==> src/rtl/tfpt_pkg.sv <==
`timescale 1ns / 1ps
`default_nettype none
// ----------------------------------------------------------------------------
// tfpt_pkg: shared types and constants of the touch pressure tracker
// Word layouts, converter channel tags, register indexes, unit handshake.
// ----------------------------------------------------------------------------
package tfpt_pkg;

  localparam int VAL_W   = 12;
  localparam int WORD_W  = 16;
  localparam int TAG_W   = 4;
  localparam int ACC_W   = 32;
  localparam int CNT_W   = 5;
  localparam int CFG_IDX_W = 4;

  // converter channel tags
  localparam logic [TAG_W-1:0] TAG_X  = 4'd0;
  localparam logic [TAG_W-1:0] TAG_Y  = 4'd1;
  localparam logic [TAG_W-1:0] TAG_Z1 = 4'd2;
  localparam logic [TAG_W-1:0] TAG_Z2 = 4'd3;

  // register indexes
  localparam logic [CFG_IDX_W-1:0] CFG_PLATE_OHMS    = 4'd0;
  localparam logic [CFG_IDX_W-1:0] CFG_RELEASE_TICKS = 4'd1;

  localparam logic [WORD_W-1:0] PLATE_OHMS_RST    = 16'd400;
  localparam logic [WORD_W-1:0] RELEASE_TICKS_RST = 16'd100;

  localparam logic [ACC_W-1:0] ROUND_ADD = 32'd2047;

  // last step index of each serial phase
  localparam logic [CNT_W-1:0] MUL1_LAST = 5'd11;
  localparam logic [CNT_W-1:0] MUL2_LAST = 5'd15;
  localparam logic [CNT_W-1:0] DIV_LAST  = 5'd31;

  localparam logic OP_FRAME = 1'b0;
  localparam logic OP_TICK  = 1'b1;

  localparam logic KIND_POINT   = 1'b0;
  localparam logic KIND_RELEASE = 1'b1;

  typedef struct packed {
    logic              start;
    logic [VAL_W-1:0]  y;
    logic [VAL_W-1:0]  z1;
    logic [VAL_W-1:0]  z2;
    logic [WORD_W-1:0] ohms;
  } calc_ctl_t;

  typedef struct packed {
    logic             busy;
    logic             done;
    logic             ok;
    logic [VAL_W-1:0] pressure;
  } calc_stat_t;

  typedef struct packed {
    logic             kind;
    logic [VAL_W-1:0] pos_x;
    logic [VAL_W-1:0] pos_y;
    logic [VAL_W-1:0] pressure;
    logic             touch_began;
  } result_t;

endpackage
`default_nettype wire

==> src/rtl/tfpt_intf.sv <==
`timescale 1ns / 1ps
`default_nettype none
// ----------------------------------------------------------------------------
// tfpt_intf: valid/ready channels of the touch pressure tracker
// Input frame/tick channel, result channel, register write channel.
// ----------------------------------------------------------------------------
interface tfpt_in_if;
  logic        valid;
  logic        ready;
  logic        op;
  logic [15:0] word_a;
  logic [15:0] word_b;
  logic [15:0] word_c;
  logic [15:0] word_d;
  modport source (output valid, op, word_a, word_b, word_c, word_d, input ready);
  modport sink   (input valid, op, word_a, word_b, word_c, word_d, output ready);
endinterface

interface tfpt_out_if;
  logic        valid;
  logic        ready;
  logic        kind;
  logic [11:0] pos_x;
  logic [11:0] pos_y;
  logic [11:0] pressure;
  logic        touch_began;
  modport source (output valid, kind, pos_x, pos_y, pressure, touch_began, input ready);
  modport sink   (input valid, kind, pos_x, pos_y, pressure, touch_began, output ready);
endinterface

interface tfpt_cfg_if;
  logic        valid;
  logic        ready;
  logic [3:0]  index;
  logic [15:0] data;
  modport source (output valid, index, data, input ready);
  modport sink   (input valid, index, data, output ready);
endinterface
`default_nettype wire

==> src/rtl/touch_frame_pressure_tracker_unit.sv <==
`timescale 1ns / 1ps
`default_nettype none
// ----------------------------------------------------------------------------
// touch_frame_pressure_tracker_unit: resistive touch pressure and pen-up
// Decodes four tagged converter words, computes pressure bit-serially,
// reports touch points and releases after a pen-up countdown of ticks.
// ----------------------------------------------------------------------------
//  channel | dir | word
//  in_ch   | in  | op, word_a..word_d (frame or tick)
//  out_ch  | out | kind, pos_x, pos_y, pressure, touch_began
//  cfg_ch  | in  | index, data (0 plate_ohms, 1 release_ticks)
//
//  A frame runs 12 + 16 multiply and 32 divide steps of the serial
//  pressure unit and a finish step; only the finish step if Y or Z1 is 0.
//  Reset: plate_ohms 400, release_ticks 100, not touching, countdown idle.
//  A finished word waits in the output register while the next item is
//  taken; a second result parks until it frees, and the input stalls.
// ----------------------------------------------------------------------------
module touch_frame_pressure_tracker_unit (
  input  wire          clk,
  input  wire          rst_n,
  tfpt_in_if.sink      in_ch,
  tfpt_out_if.source   out_ch,
  tfpt_cfg_if.sink     cfg_ch
);

  typedef enum logic [2:0] {
    S_IDLE = 3'b001,
    S_CALC = 3'b010,
    S_HOLD = 3'b100
  } state_t;

  state_t state_r, state_nxt;

  logic [15:0] ohms_r, ohms_nxt;
  logic [15:0] rel_ticks_r, rel_ticks_nxt;
  logic        touching_r, touching_nxt;
  logic [15:0] countdown_r, countdown_nxt;
  logic        armed_r, armed_nxt;

  tfpt_pkg::result_t out_r, out_nxt;
  logic              out_valid_r, out_valid_nxt;
  tfpt_pkg::result_t pend_r, pend_nxt;

  logic [11:0] x_r, x_nxt;
  logic [11:0] y_r, y_nxt;

  tfpt_pkg::calc_ctl_t  ctl;
  tfpt_pkg::calc_stat_t stat;

  logic [15:0] words [4];
  logic [11:0] ch_x, ch_y, ch_z1, ch_z2;
  logic        in_acc;
  logic        out_free;
  logic        emit;
  tfpt_pkg::result_t res;

  assign in_ch.ready  = (state_r == S_IDLE);
  assign cfg_ch.ready = 1'b1;
  assign in_acc       = in_ch.valid && in_ch.ready;
  assign out_free     = !out_valid_r || out_ch.ready;

  // frame decode: later words with the same tag win, unknown tags dropped
  assign words[0] = in_ch.word_a;
  assign words[1] = in_ch.word_b;
  assign words[2] = in_ch.word_c;
  assign words[3] = in_ch.word_d;

  always_comb begin
    ch_x  = '0;
    ch_y  = '0;
    ch_z1 = '0;
    ch_z2 = '0;
    for (int i = 0; i < 4; i++) begin
      case (words[i][15:12])
        tfpt_pkg::TAG_X:  ch_x  = words[i][11:0];
        tfpt_pkg::TAG_Y:  ch_y  = words[i][11:0];
        tfpt_pkg::TAG_Z1: ch_z1 = words[i][11:0];
        tfpt_pkg::TAG_Z2: ch_z2 = words[i][11:0];
        default: ;
      endcase
    end
  end

  always_comb begin
    ctl.start = in_acc && (in_ch.op == tfpt_pkg::OP_FRAME);
    ctl.y     = ch_y;
    ctl.z1    = ch_z1;
    ctl.z2    = ch_z2;
    ctl.ohms  = ohms_r;
  end

  tfpt_pressure u_pressure (
    .clk   (clk),
    .rst_n (rst_n),
    .ctl   (ctl),
    .stat  (stat)
  );

  always_comb begin
    state_nxt     = state_r;
    ohms_nxt      = ohms_r;
    rel_ticks_nxt = rel_ticks_r;
    touching_nxt  = touching_r;
    countdown_nxt = countdown_r;
    armed_nxt     = armed_r;
    pend_nxt      = pend_r;
    x_nxt         = x_r;
    y_nxt         = y_r;
    out_nxt       = out_r;
    out_valid_nxt = out_valid_r && !out_ch.ready;
    emit          = 1'b0;
    res           = '0;

    // register writes must arrive only while idle; the user keeps this, the block leaves it unchecked
    if (cfg_ch.valid) begin
      unique case (cfg_ch.index)
        tfpt_pkg::CFG_PLATE_OHMS:    ohms_nxt      = cfg_ch.data;
        tfpt_pkg::CFG_RELEASE_TICKS: rel_ticks_nxt = cfg_ch.data;
        default: ;
      endcase
    end

    unique case (state_r)
      S_IDLE: begin
        if (in_acc) begin
          if (in_ch.op == tfpt_pkg::OP_TICK) begin
            if (armed_r) begin
              if (countdown_r <= 16'd1) begin
                countdown_nxt = '0;
                armed_nxt     = 1'b0;
                touching_nxt  = 1'b0;
                emit          = 1'b1;
                res.kind      = tfpt_pkg::KIND_RELEASE;
              end else begin
                countdown_nxt = countdown_r - 16'd1;
              end
            end
          end else begin
            // every frame rearms the pen-up countdown
            countdown_nxt = rel_ticks_r;
            armed_nxt     = 1'b1;
            x_nxt         = ch_x;
            y_nxt         = ch_y;
            state_nxt     = S_CALC;
          end
        end
      end
      S_CALC: begin
        if (stat.done) begin
          state_nxt = S_IDLE;
          if (stat.ok) begin
            emit            = 1'b1;
            res.kind        = tfpt_pkg::KIND_POINT;
            res.pos_x       = x_r;
            res.pos_y       = y_r;
            res.pressure    = stat.pressure;
            res.touch_began = !touching_r;
            touching_nxt    = 1'b1;
          end
        end
      end
      S_HOLD: begin
        if (out_free) begin
          out_nxt       = pend_r;
          out_valid_nxt = 1'b1;
          state_nxt     = S_IDLE;
        end
      end
      default: begin
        state_nxt = S_IDLE;
      end
    endcase

    // new result: straight to the output register, else park it
    if (emit) begin
      if (out_free) begin
        out_nxt       = res;
        out_valid_nxt = 1'b1;
      end else begin
        pend_nxt  = res;
        state_nxt = S_HOLD;
      end
    end
  end

  always_ff @(posedge clk) begin
    if (!rst_n) begin
      state_r     <= S_IDLE;
      ohms_r      <= tfpt_pkg::PLATE_OHMS_RST;
      rel_ticks_r <= tfpt_pkg::RELEASE_TICKS_RST;
      touching_r  <= 1'b0;
      countdown_r <= '0;
      armed_r     <= 1'b0;
      out_valid_r <= 1'b0;
    end else begin
      state_r     <= state_nxt;
      ohms_r      <= ohms_nxt;
      rel_ticks_r <= rel_ticks_nxt;
      touching_r  <= touching_nxt;
      countdown_r <= countdown_nxt;
      armed_r     <= armed_nxt;
      out_valid_r <= out_valid_nxt;
    end
  end

  always_ff @(posedge clk) begin
    out_r  <= out_nxt;
    pend_r <= pend_nxt;
    x_r    <= x_nxt;
    y_r    <= y_nxt;
  end

  assign out_ch.valid       = out_valid_r;
  assign out_ch.kind        = out_r.kind;
  assign out_ch.pos_x       = out_r.pos_x;
  assign out_ch.pos_y       = out_r.pos_y;
  assign out_ch.pressure    = out_r.pressure;
  assign out_ch.touch_began = out_r.touch_began;

`ifndef SYNTHESIS
  // a parked result always sits behind a full output register
  a_hold_full: assert property (@(posedge clk) disable iff (!rst_n)
    (state_r == S_HOLD) |-> out_valid_r)
    else $error("parked result without full output register");

  // countdown is cleared whenever it is not armed
  a_disarmed_zero: assert property (@(posedge clk) disable iff (!rst_n)
    !armed_r |-> (countdown_r == '0))
    else $error("countdown nonzero while disarmed");

  // pressure unit finishes only for a frame in flight
  a_done_in_calc: assert property (@(posedge clk) disable iff (!rst_n)
    stat.done |-> (state_r == S_CALC))
    else $error("pressure unit done outside calc");

  // no new item while the pressure unit is still busy
  a_ready_unit_idle: assert property (@(posedge clk) disable iff (!rst_n)
    in_ch.ready |-> !stat.busy)
    else $error("input ready while pressure unit busy");
`endif

endmodule
`default_nettype wire

==> src/rtl/tfpt_pressure.sv <==
`timescale 1ns / 1ps
`default_nettype none
// ----------------------------------------------------------------------------
// tfpt_pressure: bit-serial pressure unit
// ((z2-z1)*y*ohms/z1 + 2047) >> 12 mod 2^32: two shift-add multiplies and a
// restoring divide, one bit per cycle.
// ----------------------------------------------------------------------------
module tfpt_pressure (
  input  wire                        clk,
  input  wire                        rst_n,
  input  wire tfpt_pkg::calc_ctl_t   ctl,
  output tfpt_pkg::calc_stat_t       stat
);

  typedef enum logic [4:0] {
    P_IDLE = 5'b00001,
    P_MUL1 = 5'b00010,
    P_MUL2 = 5'b00100,
    P_DIV  = 5'b01000,
    P_FIN  = 5'b10000
  } phase_t;

  phase_t phase_r, phase_nxt;

  logic [tfpt_pkg::ACC_W-1:0]  acc_r, acc_nxt;
  logic [tfpt_pkg::ACC_W-1:0]  mcand_r, mcand_nxt;
  logic [tfpt_pkg::WORD_W-1:0] mult_r, mult_nxt;
  logic [tfpt_pkg::ACC_W-1:0]  quo_r, quo_nxt;
  logic [tfpt_pkg::VAL_W-1:0]  rem_r, rem_nxt;
  logic [tfpt_pkg::VAL_W-1:0]  z1_r, z1_nxt;
  logic [tfpt_pkg::WORD_W-1:0] ohms_r, ohms_nxt;
  logic [tfpt_pkg::CNT_W-1:0]  cnt_r, cnt_nxt;

  logic [tfpt_pkg::ACC_W-1:0]  acc_step;
  logic [tfpt_pkg::VAL_W:0]    trial;
  logic [tfpt_pkg::ACC_W-1:0]  rounded;

  assign acc_step = mult_r[0] ? acc_r + mcand_r : acc_r;
  assign trial    = {rem_r, quo_r[tfpt_pkg::ACC_W-1]};
  assign rounded  = quo_r + tfpt_pkg::ROUND_ADD;

  always_comb begin
    phase_nxt = phase_r;
    acc_nxt   = acc_r;
    mcand_nxt = mcand_r;
    mult_nxt  = mult_r;
    quo_nxt   = quo_r;
    rem_nxt   = rem_r;
    z1_nxt    = z1_r;
    ohms_nxt  = ohms_r;
    cnt_nxt   = cnt_r;
    unique case (phase_r)
      P_IDLE: begin
        if (ctl.start) begin
          z1_nxt   = ctl.z1;
          ohms_nxt = ctl.ohms;
          if ((ctl.y == '0) || (ctl.z1 == '0)) begin
            // no pressure: rounding of zero gives zero
            quo_nxt   = '0;
            phase_nxt = P_FIN;
          end else begin
            mcand_nxt = {20'b0, ctl.z2} - {20'b0, ctl.z1};
            mult_nxt  = {4'b0, ctl.y};
            acc_nxt   = '0;
            cnt_nxt   = tfpt_pkg::MUL1_LAST;
            phase_nxt = P_MUL1;
          end
        end
      end
      P_MUL1: begin
        acc_nxt   = acc_step;
        mcand_nxt = {mcand_r[tfpt_pkg::ACC_W-2:0], 1'b0};
        mult_nxt  = {1'b0, mult_r[tfpt_pkg::WORD_W-1:1]};
        cnt_nxt   = cnt_r - 1'b1;
        if (cnt_r == '0) begin
          mcand_nxt = acc_step;
          mult_nxt  = ohms_r;
          acc_nxt   = '0;
          cnt_nxt   = tfpt_pkg::MUL2_LAST;
          phase_nxt = P_MUL2;
        end
      end
      P_MUL2: begin
        acc_nxt   = acc_step;
        mcand_nxt = {mcand_r[tfpt_pkg::ACC_W-2:0], 1'b0};
        mult_nxt  = {1'b0, mult_r[tfpt_pkg::WORD_W-1:1]};
        cnt_nxt   = cnt_r - 1'b1;
        if (cnt_r == '0) begin
          quo_nxt   = acc_step;
          rem_nxt   = '0;
          cnt_nxt   = tfpt_pkg::DIV_LAST;
          phase_nxt = P_DIV;
        end
      end
      P_DIV: begin
        // remainder stays below z1, so 12 bits hold it
        if (trial >= {1'b0, z1_r}) begin
          rem_nxt = tfpt_pkg::VAL_W'(trial - {1'b0, z1_r});
          quo_nxt = {quo_r[tfpt_pkg::ACC_W-2:0], 1'b1};
        end else begin
          rem_nxt = trial[tfpt_pkg::VAL_W-1:0];
          quo_nxt = {quo_r[tfpt_pkg::ACC_W-2:0], 1'b0};
        end
        cnt_nxt = cnt_r - 1'b1;
        if (cnt_r == '0) begin
          phase_nxt = P_FIN;
        end
      end
      P_FIN: begin
        phase_nxt = P_IDLE;
      end
      default: begin
        phase_nxt = P_IDLE;
      end
    endcase
  end

  always_ff @(posedge clk) begin
    if (!rst_n) begin
      phase_r <= P_IDLE;
    end else begin
      phase_r <= phase_nxt;
    end
  end

  always_ff @(posedge clk) begin
    acc_r   <= acc_nxt;
    mcand_r <= mcand_nxt;
    mult_r  <= mult_nxt;
    quo_r   <= quo_nxt;
    rem_r   <= rem_nxt;
    z1_r    <= z1_nxt;
    ohms_r  <= ohms_nxt;
    cnt_r   <= cnt_nxt;
  end

  // usable pressure: nonzero and at most 12 bits
  assign stat.busy     = (phase_r != P_IDLE);
  assign stat.done     = (phase_r == P_FIN);
  assign stat.ok       = (rounded[31:24] == '0) && (rounded[23:12] != '0);
  assign stat.pressure = rounded[23:12];

endmodule
`default_nettype wire
==> src/flat_wrapper.sv <==
// flat-port wrapper written by rule: the top's interface ports become plain ports
module touch_frame_pressure_tracker_unit_flat 
  (clk, rst_n, in_ch_valid, in_ch_op, in_ch_word_a, in_ch_word_b, in_ch_word_c, in_ch_word_d, in_ch_ready, out_ch_valid, out_ch_kind, out_ch_pos_x, out_ch_pos_y, out_ch_pressure, out_ch_touch_began, out_ch_ready, cfg_ch_valid, cfg_ch_index, cfg_ch_data, cfg_ch_ready);
  tfpt_in_if in_ch_i ();
  tfpt_out_if out_ch_i ();
  tfpt_cfg_if cfg_ch_i ();
  input  wire clk;
  input  wire rst_n;
  input wire logic [$bits(in_ch_i.valid)-1:0] in_ch_valid;
  input wire logic [$bits(in_ch_i.op)-1:0] in_ch_op;
  input wire logic [$bits(in_ch_i.word_a)-1:0] in_ch_word_a;
  input wire logic [$bits(in_ch_i.word_b)-1:0] in_ch_word_b;
  input wire logic [$bits(in_ch_i.word_c)-1:0] in_ch_word_c;
  input wire logic [$bits(in_ch_i.word_d)-1:0] in_ch_word_d;
  output wire logic [$bits(in_ch_i.ready)-1:0] in_ch_ready;
  output wire logic [$bits(out_ch_i.valid)-1:0] out_ch_valid;
  output wire logic [$bits(out_ch_i.kind)-1:0] out_ch_kind;
  output wire logic [$bits(out_ch_i.pos_x)-1:0] out_ch_pos_x;
  output wire logic [$bits(out_ch_i.pos_y)-1:0] out_ch_pos_y;
  output wire logic [$bits(out_ch_i.pressure)-1:0] out_ch_pressure;
  output wire logic [$bits(out_ch_i.touch_began)-1:0] out_ch_touch_began;
  input wire logic [$bits(out_ch_i.ready)-1:0] out_ch_ready;
  input wire logic [$bits(cfg_ch_i.valid)-1:0] cfg_ch_valid;
  input wire logic [$bits(cfg_ch_i.index)-1:0] cfg_ch_index;
  input wire logic [$bits(cfg_ch_i.data)-1:0] cfg_ch_data;
  output wire logic [$bits(cfg_ch_i.ready)-1:0] cfg_ch_ready;
  assign in_ch_i.valid = in_ch_valid;
  assign in_ch_i.op = in_ch_op;
  assign in_ch_i.word_a = in_ch_word_a;
  assign in_ch_i.word_b = in_ch_word_b;
  assign in_ch_i.word_c = in_ch_word_c;
  assign in_ch_i.word_d = in_ch_word_d;
  assign in_ch_ready = in_ch_i.ready;
  assign out_ch_valid = out_ch_i.valid;
  assign out_ch_kind = out_ch_i.kind;
  assign out_ch_pos_x = out_ch_i.pos_x;
  assign out_ch_pos_y = out_ch_i.pos_y;
  assign out_ch_pressure = out_ch_i.pressure;
  assign out_ch_touch_began = out_ch_i.touch_began;
  assign out_ch_i.ready = out_ch_ready;
  assign cfg_ch_i.valid = cfg_ch_valid;
  assign cfg_ch_i.index = cfg_ch_index;
  assign cfg_ch_i.data = cfg_ch_data;
  assign cfg_ch_ready = cfg_ch_i.ready;
  touch_frame_pressure_tracker_unit u_core (.clk(clk), .rst_n(rst_n), .in_ch(in_ch_i), .out_ch(out_ch_i), .cfg_ch(cfg_ch_i));
endmodule
==> config.mk <==
export PLATFORM = sky130hd
export DESIGN_NAME = touch_frame_pressure_tracker_unit_flat
export DESIGN_NICKNAME = d
export VERILOG_FILES = /design/src/rtl/tfpt_pkg.sv /design/src/rtl/tfpt_intf.sv /design/src/rtl/touch_frame_pressure_tracker_unit.sv /design/src/rtl/tfpt_pressure.sv /design/src/flat_wrapper.sv
export SDC_FILE = /design/constraint.sdc
export NUM_CORES = 1
export LEC_CHECK = 0
export BUFFER_PORTS_ARGS = -buffer_cell sky130_fd_sc_hd__buf_2
export CAP_MARGIN = 20
export CORE_ASPECT_RATIO = 2
export CORE_UTILIZATION = 55
export DETAILED_ROUTE_END_ITERATION = 10
export GPL_ROUTABILITY_DRIVEN = 0
export PLACE_DENSITY = 0.74
export SYNTH_ARGS = -nofsm -noshare
export SYNTH_HDL_FRONTEND = slang
export SYNTH_SLANG_ARGS = --single-unit
==> constraint.sdc <==
create_clock -name clk -period 12.1 [get_ports clk]
set_clock_uncertainty 0.1 [all_clocks]
set_input_delay 0 -clock clk [delete_from_list [all_inputs] [get_ports clk]]
set_output_delay 0 -clock clk [all_outputs]
set_load 0.01 [all_outputs]
* Word level (Yosys, flattened, before mapping) *
Cells that the tools add are included.

operators by class
  add/subtract/negate cells = 6
  $mul = 0
  divide/modulo/power cells = 0
  magnitude comparators = 2
  eq/ne operators = 34
  shifts and indexed selects = 0
  multiplexer cells = 87
  bitwise operators = 2
  reductions and logical operators = 37

operator list
  kind                                                                               count
  32-bit two-way mux                                                                 10
  32-bit case mux with 3 select lines                                                3
  12-bit two-way mux                                                                 18
  38-bit two-way mux                                                                 4
  37-bit two-way mux                                                                 3
  16-bit two-way mux                                                                 6
  16-bit case mux with 3 select lines                                                1
  5-bit two-way mux                                                                  9
  5-bit case mux with 4 select lines                                                 2
  32-bit by 11-bit adder with 32-bit output, second input constant                   1
  32-bit adder                                                                       1
  4-bit by 2-bit == test with 1-bit output, second input constant                    8
  12-bit logical NOT                                                                 2
  12-bit case mux with 2 select lines                                                1
  4-bit by 1-bit == test with 1-bit output, second input constant                    5
  4-bit logical NOT                                                                  5
  1-bit two-way mux                                                                  20
  3-bit two-way mux                                                                  6
  2-bit inequality test, second input constant                                       9
  16-bit by 1-bit less-or-equal comparator with 1-bit output, second input constant  1
  16-bit by 1-bit subtractor with 16-bit output, second input constant               1
  13-bit by 12-bit greater-or-equal comparator with 1-bit output                     1
  12-bit by 12-bit subtractor with 13-bit output                                     1
  2-bit AND reduction                                                                6
  other kinds (26)                                                                   44

word-level totals
  register bits = 316
  bits in latches = 0
  memory bits (writable) = 0
  ROM bits = 0
  input port bits = 90
  word-level logic and storage cells = 196
  memories kept = 0

* Logic depth before layout (Yosys ltp) *
  word-level depth = 10
  depth in mapped cells = 20
  mapped depth without buffers = 19

* Cells and area by module *
A second synthesis with hierarchy kept.

second synthesis, totals
  cells, all modules = 1746
  area, all modules = 17291.6 µm²

modules (own cells, without submodules)
  module                             instances  cells each  area each (µm²)  seq. area each (µm²)
  tfpt_pressure                      1          918         9674.3           4814.6
  touch_frame_pressure_tracker_unit  1          828         7617.3           3703.6

* Worst setup path after synthesis *
Ideal clock, no wire load.

  path type = register to register
  start = register u_core.state_r[0]
  end = register u_core.u_pressure.acc_r[0] in the netlist's numbering (enable)
  setup time = 452 ps
  arrival = 5429 ps
  data required time = 11548 ps
  setup slack = 6119 ps
  stages on the path, launching flop included = 7
  path buffers = 0
  period minus slack after synthesis = 5981 ps
  cells stage by stage = dfxtp_1 -> nor3b_1 -> nand2_1 -> nor3_1 -> nand2_1 -> nor3_1 -> nand2b_1

between the ends
  word-level cells in the longest chain between the ends = 5

ends and longest elaborated chain
  element                                                     line                                      RTL
  start, declared                                             touch_frame_pressure_tracker_unit.sv:33   state_t state_r, state_nxt;
  start signal, assigned                                      touch_frame_pressure_tracker_unit.sv:197  state_r <= state_nxt;
  3-bit by 1-bit == test with 1-bit output                    touch_frame_pressure_tracker_unit.sv:58   assign in_ch.ready = (state_r == S_IDLE);
  named net in_ch_ready                                       flat_wrapper.sv:15                        output wire logic [$bits(in_ch_i.ready)-1:0] in_ch_ready;
  1-bit logical AND                                           touch_frame_pressure_tracker_unit.sv:60   assign in_acc = in_ch.valid && in_ch.ready;
  1-bit logical AND                                           touch_frame_pressure_tracker_unit.sv:86   ctl.start = in_acc && (in_ch.op == tfpt_pkg::OP_FRAME);
  2-bit by 1-bit inequality test with 1-bit output (no line)  n/a
  3-bit AND reduction (no line)                               n/a
  end signal, assigned                                        tfpt_pressure.sv:127                      acc_r <= acc_nxt;
  end, declared                                               tfpt_pressure.sv:25                       logic [tfpt_pkg::ACC_W-1:0] acc_r, acc_nxt;

The timed path passes the listed nets, and every way through them passes these cells.
A chain may end at the register's enable or synchronous reset.

==> flow_summary.ini <==
[global_route]
track_usage = 0.312
grt_pass1_wl_um = 78000
gr-total-overflow = 0
grt_max_degree = 81
antenna_found_initial = 0
grt_pass1_vias = 14800

[synthesis]
synth-seq-cells = 316
synth_edf_count = 219
syn_inst = 1832
syn_nets = 1983
yosys_warnings = 0
synth_cell_types = 74
syn-cell-area_um2 = 17400
synth_ff_type = edfxtp_1
async_reset_ff_frac = 0
ys_seq_area_frac = 0.489
synth_area_per_cell_um2 = 9.52

[clock_network]
hold_buffers = 65
clockRootBuffer = clkbuf_16
cts_tree = built
htreeDepth = 1
cts-buffers-inserted = 28
clock_sinks = 316
clockBufferDepth = 3
cts.repair.resized = 0
postCtsSetupBuffers = 0
clk_latency_ps = 560
path_clk_slew_ps = 70

[critical_path]
worstSetupStartpointType = flop
worst-path-max-fanout = 43
criticalPathCategory = reg -> reg
end_kind = flop
required_ps = 12430
arrival_ps = 4440

[power_and_ir_drop]
power.total_w = 0.00262
p_clk_frac = 0.346
p_leak_nw = 7.90
pwr-share-seq = 0.476
netSwitchingPower_w = 0.000729
p_int_w = 0.00189
vdd_ir_drop_max_v = 0.000120
switching_share = 0.279
power_density_nw_per_um2 = 130
comb_power_share = 0.178

[final_layout]
final_util = 0.652
final_common_cell = nand2_1
fillers = 2511
design_area_um2 = 20200
final_nets = 2151
layout_common_cells = 288 x nand2_1, 219 x edfxtp_1, 175 x a21oi_1, 164 x nor2_1, 142 x o21ai_0
area_growth_pct = 15.8
drive_gt1_frac = 0.128

[flow_run]
cap_violations = 0

[floorplanning]
die_x_um = 128
die_area_um2 = 32500
rows = 91
die_y_um = 254
core_um2 = 31000
start_util = 0.563
io_pins = 131

[routing]
drc_errors = 0
routed_via_density = 6.17
via_count = 15100
drt_wl_total_um = 50500
initialDrtViolationCount = 1342
final_antenna_net_count = 0
dr.pass1.iters = 8
avgRoutedWirePerCell_um = 20.7

[sta]
fmax_ghz = 0.244
setup_slack_ps = 7990
finalSetupViolations = 0
rsz0062_at_grt = false
tns_ps = 0
drv_slew = 0
worstMarginPinSlew_ps = 1140
relSlewSlack = 0.240
post-route-min-period_ps = 4110
hold_viol = 0
min_period_over_period = 0.339

[worst_hold_path]
hold_path_class = in -> reg

[placed_design]
place_area_um2 = 18600
hpwl_um = 35700
preCtsSetupSlack_ps = 7500
port_buffers = 129

[outcome]
status = finished clean
[final timing paths]
kind,end,cells after the start,slack [ps],from
worst min-delay path,u_core.u_pressure.z1_r[2],5,60,in_ch_word_a[2]
worst max register to register,u_core.out_ch.pos_y[0],11,7990,u_core.u_pressure.quo_r[10]
worst max-delay path,u_core.out_ch.pos_y[0],11,7990,u_core.u_pressure.quo_r[10]
worst min register to register,u_core.u_pressure.ohms_r[11],0,330,u_core.ohms_r[11]
[registers in the layout, indices dropped and copies added (netlist names), 3 cells and up]
signal                     flops
u_core.x_r                    12
u_core.u_pressure.acc_r       32
u_core.u_pressure.cnt_r        5
u_core.u_pressure.z1_r        12
u_core.countdown_r            16
u_core.state_r                 3
u_core.out_ch.pos_x           12
u_core.out_ch.pressure        12
u_core.u_pressure.quo_r       32
u_core.out_ch.pos_y           12
u_core.ohms_r                 16
u_core.u_pressure.phase_r      5
u_core.rel_ticks_r            16
u_core.u_pressure.mcand_r     32
u_core.pend_r                 38
u_core.u_pressure.mult_r      16
u_core.u_pressure.ohms_r      16
u_core.u_pressure.rem_r       12
u_core.y_r                    12
[Yosys cell counts, drive strengths merged (4+ instances only)]
library cell    n  area (um^2)
nor4b           6         65.1
a21oi         175          876
nor4           15          113
o21a            5         37.5
a31oi           6         52.6
o21bai          5         37.5
nand2         289         1090
nor2b          28          175
o22ai           7         43.8
edfxtp        219         6580
a22o           10         87.6
nand3          23          120
and2           32          200
or3             7         43.8
a21o           21          158
o221ai         12          105
o211ai          6         45.0
a211oi         13          103
a222oi          6         60.1
dfxtp          97         1940
buf             8         58.8
nand3b          6         45.0
nor3           27          135
nor4bb          5         50.1
a22oi          63          473
and3            7         43.8
a221oi          5         43.8
xnor2          42          368
nor3b           6         45.0
nor2          166          623
clkbuf         83          312
nand2b         13         81.3
o21ai         143          716
mux2i          45          450
nand4          15         93.8
ha             58          726
xor2           20          175
a211o           6         52.6
o31ai           4         30.0
inv            64          240
mux2           26          383
[cell type report]
type | instances | area, um^2 | share of cell area
clock buffers | 44 | 875 | 0.0433
multi-input cells | 1360 | 8390 | 0.415
well taps | 418 | 523 | 0.0259
flip-flops and latches | 316 | 8520 | 0.422
clock inverters | 8 | 53.8 | 0.00266
diodes | 1 | 2.50 | 0.000124
repair buffers | 229 | 1590 | 0.0787
inverters | 65 | 244 | 0.0121
[power groups by stage]
stage | Clock (W) | Sequential, W | Combinational, W
2_1_floorplan | 0 | 0.00126 | 0.000296
3_3_place_gp | 0 | 0.00127 | 0.000425
3_5_place_dp | 0 | 0.00127 | 0.000436
4_1_cts | 0.000914 | 0.00125 | 0.000453
5_1_grt | 0.000950 | 0.00125 | 0.000503
6_report | 0.000905 | 0.00125 | 0.000466
[metrics by stage]
step                      std cells  hold slack (ps)
after floorplan                1832             24.0
after global placement         2320              137
after detailed placement       2320              139
after CTS                      2437             5.44
after global routing           2440             68.3
final                          2441             63.9
[critical path, stage by stage, from the launching register on]
cell	delay, ps
edfxtp_1	410
nor4_2	570
a31oi_4	250
or3_1	350
a211oi_1	260
a21oi_1	80
nor4_2	440
a211oi_4	50
buf_4	270
nand2_2	280
buf_4	540
mux2_4	350
[logic make-up (layout without fill, tap and decap cells)]
group	after synthesis	after routing	share of synthesized area
mux	71	71	0.0478
flops	316	316	0.489
other cells	1	2	0.000215
xor+xnor	62	62	0.0311
buf+inv	156	346	0.0352
compound gates	509	509	0.179
simple gates	656	656	0.173
fa+ha+maj	61	61	0.0451
[routing by layer]
layer	track usage	share of wire
met1	0.326	0.35
met2	0.569	0.52
met3	0.0368	0.056
met4	0.225	0.080
met5	0	0
(Power assumes the default switching activity.)
